==> src/hw/rtl/rhc_pkg.sv <==
`timescale 1ns / 1ps

package rhc_pkg;

    // Field widths.
    localparam int CHAN_W     = 16;
    localparam int TARGET_W   = 2;
    localparam int HUE_W      = 16;
    localparam int KIND_W     = 2;
    localparam int FRAC_BITS  = 6;
    localparam int Q6_ONE     = 1 << FRAC_BITS;

    // The fractional part of a sector, 60 * n / delta in 1/64 degree, never exceeds 3840,
    // so twelve quotient bits cover it.
    localparam int QUOT_W     = 12;
    localparam int DIVIDEND_W = CHAN_W + QUOT_W;
    localparam int BASE_W     = HUE_W - 1;

    // Hue geometry in degrees.
    localparam int HUE_SECTOR       = 60;
    localparam int HUE_FULL_TURN    = 360;
    localparam int HUE_LIM_RED_LOW  = 60;
    localparam int HUE_LIM_RED_HIGH = 300;
    localparam int HUE_LIM_GRN_HIGH = 180;
    localparam int HUE_LIM_BLU_HIGH = 320;

    localparam logic [DIVIDEND_W-1:0] SECTOR_Q6 = DIVIDEND_W'(HUE_SECTOR * Q6_ONE);

    localparam logic [BASE_W-1:0] BASE_RED   = '0;
    localparam logic [BASE_W-1:0] BASE_GREEN = BASE_W'(2 * HUE_SECTOR * Q6_ONE);
    localparam logic [BASE_W-1:0] BASE_BLUE  = BASE_W'(4 * HUE_SECTOR * Q6_ONE);
    localparam logic [BASE_W-1:0] BASE_WRAP  = BASE_W'(HUE_FULL_TURN * Q6_ONE);

    localparam logic [BASE_W-1:0] LIM_RED_LOW_Q6  = BASE_W'(HUE_LIM_RED_LOW * Q6_ONE);
    localparam logic [BASE_W-1:0] LIM_RED_HIGH_Q6 = BASE_W'(HUE_LIM_RED_HIGH * Q6_ONE);
    localparam logic [BASE_W-1:0] LIM_GRN_HIGH_Q6 = BASE_W'(HUE_LIM_GRN_HIGH * Q6_ONE);
    localparam logic [BASE_W-1:0] LIM_BLU_HIGH_Q6 = BASE_W'(HUE_LIM_BLU_HIGH * Q6_ONE);
    localparam logic [HUE_W-1:0]  HUE_FULL_Q6     = HUE_W'(HUE_FULL_TURN * Q6_ONE);

    // Black reports a hue of minus one degree.
    localparam logic signed [HUE_W-1:0] HUE_BLACK = HUE_W'(-Q6_ONE);

    // Target color codes.
    localparam logic [TARGET_W-1:0] TGT_RED     = 2'd0;
    localparam logic [TARGET_W-1:0] TGT_GREEN   = 2'd1;
    localparam logic [TARGET_W-1:0] TGT_BLUE    = 2'd2;
    localparam logic [TARGET_W-1:0] TGT_UNKNOWN = 2'd3;

    // Hue kind codes.
    localparam logic [KIND_W-1:0] KIND_NORMAL = 2'd0;
    localparam logic [KIND_W-1:0] KIND_BLACK  = 2'd1;
    localparam logic [KIND_W-1:0] KIND_GRAY   = 2'd2;

    // Default queue depths.
    localparam int MID_DEPTH_DEF = 4;
    localparam int OUT_DEPTH_DEF = 16;

    typedef struct packed {
        logic [CHAN_W-1:0]   red_raw;
        logic [CHAN_W-1:0]   green_raw;
        logic [CHAN_W-1:0]   blue_raw;
        logic [TARGET_W-1:0] target_color;
    } item_t;

    typedef struct packed {
        logic                    is_match;
        logic signed [HUE_W-1:0] hue_q6;
        logic [KIND_W-1:0]       hue_kind;
    } result_t;

    // Classified reading handed from the front to the back.
    typedef struct packed {
        logic [DIVIDEND_W-1:0] dividend;
        logic [CHAN_W-1:0]     delta;
        logic [BASE_W-1:0]     base;
        logic                  neg;
        logic [KIND_W-1:0]     kind;
        logic [TARGET_W-1:0]   target;
    } job_t;

    // One stage of the divider pipeline.
    typedef struct packed {
        logic [DIVIDEND_W-1:0] rem;
        logic [QUOT_W-1:0]     quot;
        logic [CHAN_W-1:0]     delta;
        logic [BASE_W-1:0]     base;
        logic                  neg;
        logic [KIND_W-1:0]     kind;
        logic [TARGET_W-1:0]   target;
    } div_t;

endpackage

==> src/hw/rtl/rhc_fifo.sv <==
`timescale 1ns / 1ps

module rhc_fifo #(
    parameter int WIDTH = 1,
    parameter int DEPTH = 2
) (
    input  logic             clk,
    input  logic             rst_n,
    input  logic             wr_en,
    input  logic [WIDTH-1:0] wr_data,
    output logic             full,
    input  logic             rd_en,
    output logic [WIDTH-1:0] rd_data,
    output logic             empty
);

    localparam int AW = (DEPTH > 1) ? $clog2(DEPTH) : 1;
    localparam int CW = $clog2(DEPTH + 1);

    logic [WIDTH-1:0] mem_reg [DEPTH];
    logic [AW-1:0]    wr_ptr_reg, wr_ptr_next;
    logic [AW-1:0]    rd_ptr_reg, rd_ptr_next;
    logic [CW-1:0]    count_reg, count_next;
    logic             do_wr, do_rd;

    assign full    = (count_reg == CW'(DEPTH));
    assign empty   = (count_reg == '0);
    assign do_wr   = wr_en && !full;
    assign do_rd   = rd_en && !empty;
    assign rd_data = mem_reg[rd_ptr_reg];

    always_comb
    begin
        wr_ptr_next = wr_ptr_reg;
        rd_ptr_next = rd_ptr_reg;
        count_next  = count_reg;
        if (do_wr)
        begin
            wr_ptr_next = (wr_ptr_reg == AW'(DEPTH - 1)) ? '0 : wr_ptr_reg + 1'b1;
        end
        if (do_rd)
        begin
            rd_ptr_next = (rd_ptr_reg == AW'(DEPTH - 1)) ? '0 : rd_ptr_reg + 1'b1;
        end
        case ({do_wr, do_rd})
            2'b10:   count_next = count_reg + 1'b1;
            2'b01:   count_next = count_reg - 1'b1;
            default: count_next = count_reg;
        endcase
    end

    always_ff @(posedge clk or negedge rst_n)
    begin
        if (!rst_n)
        begin
            wr_ptr_reg <= '0;
            rd_ptr_reg <= '0;
            count_reg  <= '0;
        end
        else
        begin
            wr_ptr_reg <= wr_ptr_next;
            rd_ptr_reg <= rd_ptr_next;
            count_reg  <= count_next;
        end
    end

    always_ff @(posedge clk)
    begin
        if (do_wr)
        begin
            mem_reg[wr_ptr_reg] <= wr_data;
        end
    end

endmodule

==> src/hw/rtl/rhc_front.sv <==
`timescale 1ns / 1ps

module rhc_front (
    input  logic           clk,
    input  logic           rst_n,
    input  logic           in_valid,
    input  rhc_pkg::item_t in_data,
    output logic           in_ready,
    output logic           job_valid,
    output rhc_pkg::job_t  job_data,
    input  logic           job_ready
);

    logic                          valid_reg, valid_next;
    rhc_pkg::job_t                 job_reg;
    rhc_pkg::job_t                 job_d;
    logic                          accept;
    logic                          r_max, g_max;
    logic [rhc_pkg::CHAN_W-1:0]    mx, mn, n;

    assign in_ready  = !valid_reg || job_ready;
    assign accept    = in_valid && in_ready;
    assign job_valid = valid_reg;
    assign job_data  = job_reg;

    // Pick the sector from the largest channel (red wins ties, then green) and fold the
    // signed difference into a magnitude plus a direction.
    always_comb
    begin
        r_max = (in_data.red_raw >= in_data.green_raw) && (in_data.red_raw >= in_data.blue_raw);
        g_max = !r_max && (in_data.green_raw >= in_data.blue_raw);

        mx = r_max ? in_data.red_raw : (g_max ? in_data.green_raw : in_data.blue_raw);
        mn = in_data.red_raw;
        if (in_data.green_raw < mn)
        begin
            mn = in_data.green_raw;
        end
        if (in_data.blue_raw < mn)
        begin
            mn = in_data.blue_raw;
        end

        job_d.delta  = mx - mn;
        job_d.target = in_data.target_color;

        if (r_max)
        begin
            job_d.neg  = in_data.green_raw < in_data.blue_raw;
            n          = job_d.neg ? in_data.blue_raw - in_data.green_raw
                                   : in_data.green_raw - in_data.blue_raw;
            job_d.base = job_d.neg ? rhc_pkg::BASE_WRAP : rhc_pkg::BASE_RED;
        end
        else if (g_max)
        begin
            job_d.neg  = in_data.blue_raw < in_data.red_raw;
            n          = job_d.neg ? in_data.red_raw - in_data.blue_raw
                                   : in_data.blue_raw - in_data.red_raw;
            job_d.base = rhc_pkg::BASE_GREEN;
        end
        else
        begin
            job_d.neg  = in_data.red_raw < in_data.green_raw;
            n          = job_d.neg ? in_data.green_raw - in_data.red_raw
                                   : in_data.red_raw - in_data.green_raw;
            job_d.base = rhc_pkg::BASE_BLUE;
        end

        job_d.dividend = rhc_pkg::DIVIDEND_W'(n) * rhc_pkg::SECTOR_Q6;

        if (mx == '0)
        begin
            job_d.kind = rhc_pkg::KIND_BLACK;
        end
        else if (job_d.delta == '0)
        begin
            job_d.kind = rhc_pkg::KIND_GRAY;
        end
        else
        begin
            job_d.kind = rhc_pkg::KIND_NORMAL;
        end
    end

    always_comb
    begin
        if (accept)
        begin
            valid_next = 1'b1;
        end
        else if (job_ready)
        begin
            valid_next = 1'b0;
        end
        else
        begin
            valid_next = valid_reg;
        end
    end

    always_ff @(posedge clk or negedge rst_n)
    begin
        if (!rst_n)
        begin
            valid_reg <= 1'b0;
        end
        else
        begin
            valid_reg <= valid_next;
        end
    end

    always_ff @(posedge clk)
    begin
        if (accept)
        begin
            job_reg <= job_d;
        end
    end

endmodule

==> src/hw/rtl/rhc_back.sv <==
`timescale 1ns / 1ps

module rhc_back #(
    parameter int OUT_DEPTH = rhc_pkg::OUT_DEPTH_DEF
) (
    input  logic              clk,
    input  logic              rst_n,
    input  logic              job_valid,
    input  rhc_pkg::job_t     job_data,
    output logic              job_pop,
    output logic              out_valid,
    output rhc_pkg::result_t  out_data,
    input  logic              out_pop
);

    localparam int CW = $clog2(OUT_DEPTH + 1);
    localparam int NS = rhc_pkg::QUOT_W + 1;

    logic [CW-1:0]              occ_reg, occ_next;
    logic                       issue;
    logic                       valid_reg [NS];
    rhc_pkg::div_t              stage_reg [NS];
    rhc_pkg::div_t              stage_next [NS];
    rhc_pkg::div_t              fin;
    logic [rhc_pkg::BASE_W-1:0] h;
    logic                       nz;
    logic [rhc_pkg::BASE_W-1:0] h_floor;
    logic                       hit;

    // Exact comparisons of the hue h + or - a fraction against an integer limit.
    function automatic logic hue_below(input logic [rhc_pkg::BASE_W-1:0] hv,
                                       input logic [rhc_pkg::BASE_W-1:0] lim,
                                       input logic frac_nz, input logic neg);
        hue_below = (hv < lim) || ((hv == lim) && frac_nz && neg);
    endfunction

    function automatic logic hue_above(input logic [rhc_pkg::BASE_W-1:0] hv,
                                       input logic [rhc_pkg::BASE_W-1:0] lim,
                                       input logic frac_nz, input logic neg);
        hue_above = (hv > lim) || ((hv == lim) && frac_nz && !neg);
    endfunction

    // Every issued item holds a slot of the output queue until it is popped.
    assign issue   = job_valid && (occ_reg != CW'(OUT_DEPTH));
    assign job_pop = issue;

    always_comb
    begin
        case ({issue, out_pop})
            2'b10:   occ_next = occ_reg + 1'b1;
            2'b01:   occ_next = occ_reg - 1'b1;
            default: occ_next = occ_reg;
        endcase
    end

    // One restoring divider step per stage, most significant quotient bit first.
    always_comb
    begin
        stage_next[0].rem    = job_data.dividend;
        stage_next[0].quot   = '0;
        stage_next[0].delta  = job_data.delta;
        stage_next[0].base   = job_data.base;
        stage_next[0].neg    = job_data.neg;
        stage_next[0].kind   = job_data.kind;
        stage_next[0].target = job_data.target;
        for (int k = 1; k < NS; k++)
        begin
            stage_next[k] = stage_reg[k-1];
            if (stage_reg[k-1].rem >=
                (rhc_pkg::DIVIDEND_W'(stage_reg[k-1].delta) << (rhc_pkg::QUOT_W - k)))
            begin
                stage_next[k].rem  = stage_reg[k-1].rem -
                    (rhc_pkg::DIVIDEND_W'(stage_reg[k-1].delta) << (rhc_pkg::QUOT_W - k));
                stage_next[k].quot[rhc_pkg::QUOT_W - k] = 1'b1;
            end
        end
    end

    // Window test and hue formatting on the finished quotient.
    always_comb
    begin
        fin     = stage_reg[NS-1];
        nz      = |fin.rem;
        h       = fin.neg ? fin.base - rhc_pkg::BASE_W'(fin.quot)
                          : fin.base + rhc_pkg::BASE_W'(fin.quot);
        h_floor = (fin.neg && nz) ? h - 1'b1 : h;

        case (fin.target)
            rhc_pkg::TGT_RED:
                hit = hue_below(h, rhc_pkg::LIM_RED_LOW_Q6, nz, fin.neg) ||
                      hue_above(h, rhc_pkg::LIM_RED_HIGH_Q6, nz, fin.neg);
            rhc_pkg::TGT_GREEN:
                hit = hue_above(h, rhc_pkg::LIM_RED_LOW_Q6, nz, fin.neg) &&
                      hue_below(h, rhc_pkg::LIM_GRN_HIGH_Q6, nz, fin.neg);
            rhc_pkg::TGT_BLUE:
                hit = hue_above(h, rhc_pkg::LIM_GRN_HIGH_Q6, nz, fin.neg) &&
                      hue_below(h, rhc_pkg::LIM_BLU_HIGH_Q6, nz, fin.neg);
            default:
                hit = 1'b0;
        endcase

        out_data.hue_kind = fin.kind;
        case (fin.kind)
            rhc_pkg::KIND_BLACK:
            begin
                out_data.is_match = (fin.target == rhc_pkg::TGT_RED);
                out_data.hue_q6   = rhc_pkg::HUE_BLACK;
            end
            rhc_pkg::KIND_NORMAL:
            begin
                out_data.is_match = hit;
                out_data.hue_q6   = rhc_pkg::HUE_W'(h_floor);
            end
            default:
            begin
                out_data.is_match = 1'b0;
                out_data.hue_q6   = '0;
            end
        endcase
    end

    assign out_valid = valid_reg[NS-1];

    always_ff @(posedge clk or negedge rst_n)
    begin
        if (!rst_n)
        begin
            occ_reg <= '0;
            for (int k = 0; k < NS; k++)
            begin
                valid_reg[k] <= 1'b0;
            end
        end
        else
        begin
            occ_reg      <= occ_next;
            valid_reg[0] <= issue;
            for (int k = 1; k < NS; k++)
            begin
                valid_reg[k] <= valid_reg[k-1];
            end
        end
    end

    always_ff @(posedge clk)
    begin
        for (int k = 0; k < NS; k++)
        begin
            stage_reg[k] <= stage_next[k];
        end
    end

endmodule

==> src/hw/rtl/rgb_hue_color_classifier_unit.sv <==
`timescale 1ns / 1ps
// Path: a beat pushed into an idle block passes the front register, the middle queue,
// the 13 divider stages and the output queue before it shows up on the result side.
// Throughput: one beat per cycle sustained while the output queue is drained at that rate;
// the 13-stage divider pipeline sets most of the latency.
// Reset: rst_n clears all queues and valid flags; no beats are pending after reset.

module rgb_hue_color_classifier_unit #(
    parameter int MID_DEPTH = rhc_pkg::MID_DEPTH_DEF,
    parameter int OUT_DEPTH = rhc_pkg::OUT_DEPTH_DEF
) (
    input  logic             clk,
    input  logic             rst_n,
    input  logic             push,
    output logic             full,
    input  rhc_pkg::item_t   item,
    input  logic             pop,
    output logic             empty,
    output rhc_pkg::result_t result
);

    // The front classifies each reading: it finds the largest channel, the sector base,
    // the spread delta and the scaled difference that the back divides by delta.
    // The middle queue lets the front keep accepting while the back waits for space.
    // The back runs a fully pipelined restoring divider and then the exact window test.
    // It only issues a beat when the output queue has a slot reserved for it, so the
    // divider pipeline never has to stall; OUT_DEPTH of at least 15 keeps a full rate.

    logic             front_ready;
    logic             job_valid;
    rhc_pkg::job_t    job_data;
    logic             mid_full;
    logic             mid_empty;
    rhc_pkg::job_t    mid_head;
    logic             mid_pop;
    logic             res_write;
    rhc_pkg::result_t res_data;
    logic             res_full;
    logic             res_pop;

    assign full    = !front_ready;
    assign res_pop = pop && !empty;

    rhc_front u_front (
        .clk       (clk),
        .rst_n     (rst_n),
        .in_valid  (push),
        .in_data   (item),
        .in_ready  (front_ready),
        .job_valid (job_valid),
        .job_data  (job_data),
        .job_ready (!mid_full)
    );

    rhc_fifo #(
        .WIDTH ($bits(rhc_pkg::job_t)),
        .DEPTH (MID_DEPTH)
    ) u_mid_fifo (
        .clk     (clk),
        .rst_n   (rst_n),
        .wr_en   (job_valid),
        .wr_data (job_data),
        .full    (mid_full),
        .rd_en   (mid_pop),
        .rd_data (mid_head),
        .empty   (mid_empty)
    );

    rhc_back #(
        .OUT_DEPTH (OUT_DEPTH)
    ) u_back (
        .clk       (clk),
        .rst_n     (rst_n),
        .job_valid (!mid_empty),
        .job_data  (mid_head),
        .job_pop   (mid_pop),
        .out_valid (res_write),
        .out_data  (res_data),
        .out_pop   (res_pop)
    );

    rhc_fifo #(
        .WIDTH ($bits(rhc_pkg::result_t)),
        .DEPTH (OUT_DEPTH)
    ) u_out_fifo (
        .clk     (clk),
        .rst_n   (rst_n),
        .wr_en   (res_write),
        .wr_data (res_data),
        .full    (res_full),
        .rd_en   (res_pop),
        .rd_data (result),
        .empty   (empty)
    );

    // The slot reservation must guarantee that a finished beat always finds room.
    a_no_result_overflow: assert property (@(posedge clk) disable iff (!rst_n)
        !(res_write && res_full))
        else $error("result written into a full output queue");

    // Black always reports minus one degree.
    a_black_hue: assert property (@(posedge clk) disable iff (!rst_n)
        (!empty && (result.hue_kind == rhc_pkg::KIND_BLACK)) |->
        (result.hue_q6 == rhc_pkg::HUE_BLACK))
        else $error("black result with wrong hue");

    // Gray never matches and reports a zero hue.
    a_gray_no_match: assert property (@(posedge clk) disable iff (!rst_n)
        (!empty && (result.hue_kind == rhc_pkg::KIND_GRAY)) |->
        (!result.is_match && (result.hue_q6 == '0)))
        else $error("gray result matched or has a hue");

    // A normal hue stays within one turn.
    a_normal_range: assert property (@(posedge clk) disable iff (!rst_n)
        (!empty && (result.hue_kind == rhc_pkg::KIND_NORMAL)) |->
        (!result.hue_q6[rhc_pkg::HUE_W-1] && (result.hue_q6 < rhc_pkg::HUE_FULL_Q6)))
        else $error("normal hue out of range");

endmodule
==> config.mk <==
export PLATFORM = sky130hd
export DESIGN_NAME = rgb_hue_color_classifier_unit
export DESIGN_NICKNAME = d
export VERILOG_FILES = /design/src/hw/rtl/rhc_pkg.sv /design/src/hw/rtl/rhc_fifo.sv /design/src/hw/rtl/rhc_front.sv /design/src/hw/rtl/rhc_back.sv /design/src/hw/rtl/rgb_hue_color_classifier_unit.sv
export SDC_FILE = /design/constraint.sdc
export NUM_CORES = 2
export LEC_CHECK = 0
export ABC_AREA = 1
export BUFFER_PORTS_ARGS = -buffer_cell sky130_fd_sc_hd__buf_2
export CORE_MARGIN = 5
export CORE_UTILIZATION = 25
export CTS_BUF_LIST = sky130_fd_sc_hd__clkbuf_8
export DETAILED_ROUTE_END_ITERATION = 8
export HOLD_SLACK_MARGIN = 0.1
export MAX_ROUTING_LAYER = met4
export PLACE_DENSITY_LB_ADDON = 0.05
export SLEW_MARGIN = 20
export SYNTH_ARGS = -nofsm -noshare
export SYNTH_HDL_FRONTEND = slang
export SYNTH_SLANG_ARGS = --single-unit
==> constraint.sdc <==
create_clock -name clk -period 8.31 [get_ports clk]
set_clock_uncertainty 0.2 [all_clocks]
set_input_delay 1.2465 -clock clk [delete_from_list [all_inputs] [get_ports clk]]
set_output_delay 1.2465 -clock clk [all_outputs]
set_load 0.03 [all_outputs]
==> flow_metrics.py <==
metrics = {
    "clock_tree": {
        "clock_path_buffers": 3,
        "cts_max_level": 4,
        "post_cts_buffers": 0,
        "clk_pin_slew_ns": 0.06,
        "cts_buffers": 223,
        "insertion_delay_ns": 0.98,
        "tritoncts": "yes",
        "cts.sinks": 1269,
        "root_buffer": "clkbuf_8",
    },
    "pwr": {
        "power_density_nw_per_um2": 494.3,
        "pwr-share-seq_pct": 34.1,
        "pwr-share-clk_pct": 17.4,
        "p_sw_w": 0.01479,
        "p_comb_share_pct": 48.5,
        "ir_drop_mv": 0.1632,
        "p_int_w": 0.01868,
        "swShare_pct": 44.18,
        "cellLeakagePower_nw": 28.64,
    },
    "place": {
        "dpl.hpwl_um": 135000,
        "gp_congestion": 0.8589,
        "pre_cts_ws_ns": -0.1515,
        "placement.io_buffers": 74,
    },
    "timing": {
        "period_needed_ns": 7.134,
        "fin_crit_sh_pct": 85.85,
        "rsz0062_at_grt": "false",
        "fin_ws_ns": 1.176,
        "slew_violations": 0,
        "worst_pin_slew_ns": 1.052,
        "whs_ns": 0.1071,
        "setup_viol": 0,
        "max_freq_mhz": 140.2,
        "slew_headroom_pct": 29.65,
        "timing.final.hold_violations": 0,
    },
    "layout": {
        "drive_gt1_share_pct": 10.71,
        "nNetsFinal": 6888,
        "n_fill_cell": 24620,
        "area_delta_synth_final_pct": 15.67,
        "largest_reg_flops": 696,
    },
    "synthesis": {
        "ys_ff_latch": 1269,
        "synth_area_um2": 58530,
        "synth_area_leaders": "edfxtp_1, dfxtp_1, ha_1, nand2_1, o21ai_0",
        "ys_async_sr_fraction_pct": 3.073,
        "synth_edf_count": 534,
        "syn_nets": 6633,
        "synth-main-ff-cell": "dfxtp_1",
        "syn_area_per_cell_um2": 9.500,
        "syn_inst": 6161,
        "synth_top_area_share_pct": 27.40,
        "synth_area_leader_cell": "edfxtp_1",
        "synth_warnings": 0,
        "yosysUniqueCellTypes": 72,
        "synth_seq_area_share_pct": 52.87,
    },
    "worst_setup_path": {
        "criticalPathCategory": "in -> reg",
        "path_delay_family": "compound AO/OA/AOI/OAI gates",
        "cpMostUsedCell": "buf_4",
        "endpoint_kind": "register",
        "required_ns": 8.93,
        "cp_data_arrival_time_ns": 7.76,
        "path_buf_inv": 9,
        "reg2regPathDepth": 20,
        "max_stage_delay_ns": 0.47,
        "r2r_start": "u_back.stage_reg[3][36]",
        "r2r_end": "u_out_fifo.mem_reg[13][16]",
        "crit_fanout": 31,
        "start_kind": "input port",
        "crit_path_top_delay_cell": "a21boi_0",
        "rrSetupSlack_ns": 3.66,
    },
    "routing": {
        "wirelength_um": 182600,
        "drc": 0,
        "drt-pass1-iter-count": 5,
        "antenna_left": 0,
        "route.vias.total": 42140,
        "wire_per_inst_um": 18.77,
        "vias_per_cell": 4.332,
        "drt_iter0_drc": 2141,
    },
    "global_route": {
        "grt_usage_pct": 15.18,
        "grt_pass1_wl_um": 274300,
        "gr-total-overflow": 0,
        "antenna_found_initial": 5,
        "grt_pass1_vias": 43270,
        "grt_max_degree": 110,
    },
    "floorplan": {
        "die_h_um": 493.9,
        "num_rows": 177,
        "io_pins": 75,
        "core_um2": 232800,
        "initial_core_util_pct": 25.15,
        "die_w_um": 493.9,
        "dieArea_um2": 243900,
    },
    "hold_path": {
        "holdPathStages": 0,
        "hp-start": "u_back.stage_reg[2][42]",
        "hold_path_end": "u_back.stage_reg[2][118]",
        "hp-class": "reg -> reg",
    },
    "outcome": {
        "status": "finished, final reports clean",
    },
    "run": {
        "max-cap-violations": 0,
    },
}
cell type report:
class                           instances  area, µm²  area share (%)
Clock inverter                        129      839.6           1.240
Sequential cell                      1269      30950           45.72
Inverter                              702       2643           3.903
Clock buffer                          272       3744           5.530
Antenna cell                            2      5.005        0.007392
Multi-Input combinational cell       4036      24360           35.98
Tap cell                             3132       3919           5.788
Timing Repair Buffer                  184       1241           1.833
repair_timing:
action                                 CTS  global route
resized for setup                        0             0
endpoints found under the hold margin   41             0
hold buffers                             3             0
routing by layer:
metal,global-route usage [%],vias up,wire length (µm)
li1,-,21340,-
met1,18.87,19800,82980
met2,25.63,688,88660
met3,2.108,311,5683
met4,4.660,0,5226
met5,-,-,0
worst register-to-register path: stages, from the launching register on:
cell and delay (ns):
dfxtp_1 0.42, inv_2 0.11, ha_1 0.28, nand2_1 0.21, inv_2 0.06, nand3_1 0.14, nand2_1 0.08, xnor2_1 0.14
inv_1 0.06, ha_1 0.36, a21oi_1 0.26, nor2_1 0.06, a211oi_1 0.31, nand2_1 0.12, nand2_1 0.07, nand2_1 0.10
nor2_1 0.20, nand2_1 0.09, o21ai_0 0.23, nor2_1 0.07, nor2_1 0.78
cell usage in the layout (no fill, tap or decap), types with 39 or more instances in the layout:
master | netlist | final
dfxtp_1 | 696 | 696
xnor2_1 | 129 | 129
edfxtp_1 | 534 | 534
xor2_1 | 165 | 165
fa_1 | 51 | 51
buf_2 | 29 | 74
buf_4 | 10 | 104
ha_1 | 367 | 367
o22ai_1 | 68 | 68
nand2_2 | 39 | 39
nand3_1 | 269 | 269
clkbuf_8 | 0 | 272
nor2_1 | 551 | 528
nand2_1 | 994 | 994
inv_1 | 677 | 747
a21oi_1 | 421 | 416
nand4_1 | 54 | 54
o21ai_0 | 517 | 517
how the worst max path moves through the flow:
stage / from / end / depth (start not counted)
after CTS: item[31] / u_front.job_data[3] / 32
after global routing: item[21] / u_front.job_data[3] / 34
after floorplan: item[34] / u_front.job_data[62] / 34
after detailed placement: item[31] / u_front.job_data[3] / 32
after global placement: item[31] / u_front.job_data[3] / 32
final: item[31] / u_front.job_data[3] / 32
cells in the mapped netlist (all sizes together) (5+ instances only):
cell type  count
nor3          42
xnor2        130
nand4         55
nor4          22
o221ai        24
o21ai        560
a221oi        26
clkbuf       105
dfxtp        696
o21a          12
o21bai        24
nand2       1043
o2111ai        8
fa            51
nor2         568
edfxtp       534
a21oi        432
nand3        284
o211ai        17
a21o          23
or2           21
a21boi        16
dfrtp         39
a211oi        16
o22ai         68
ha           367
o31ai          8
xor2         165
buf           49
mux2i          5
nand3b        11
a31oi         15
inv          699
mux2           7
power by group through the flow:
stage	Clock, W	Sequential (W)	Combinational (W)
3_3_place_gp	0	0.0117	0.0167
5_1_grt	0.00639	0.0117	0.0185
2_1_floorplan	0	0.0107	0.0117
3_5_place_dp	0	0.0116	0.0166
4_1_cts	0.00611	0.0115	0.0167
6_report	0.00581	0.0114	0.0162
through the flow:
stage | total power [W] | std cells | utilization, % | instance area [µm²] | setup TNS (ns)
finish | 0.03347 | 9726 | 29.09 | 67700 | 0
CTS | 0.03432 | 9724 | 29.08 | 67690 | 0
floorplan | 0.02236 | 6161 | - | 58530 | 0
detailed placement | 0.02823 | 9320 | 27.10 | 63080 | -0.1701
global placement | 0.02836 | 9320 | 27.10 | 63080 | -0.05106
global route | 0.03665 | 9726 | 29.09 | 67700 | 0
cell families (layout without fill, tap and decap cells):
logic type      Yosys count  in the layout  synth area share [%]
compound gates         1256           1256                 12.03
xor+xnor                295            295                 4.427
fa+ha+maj               418            418                 9.590
buf+inv                 856           1287                 5.746
flops                  1269           1269                 52.87
mux                      12             12                0.2202
other cells               0              2                     0
simple gates           2055           2055                 15.12
Power figures use the tool's default switching activity.
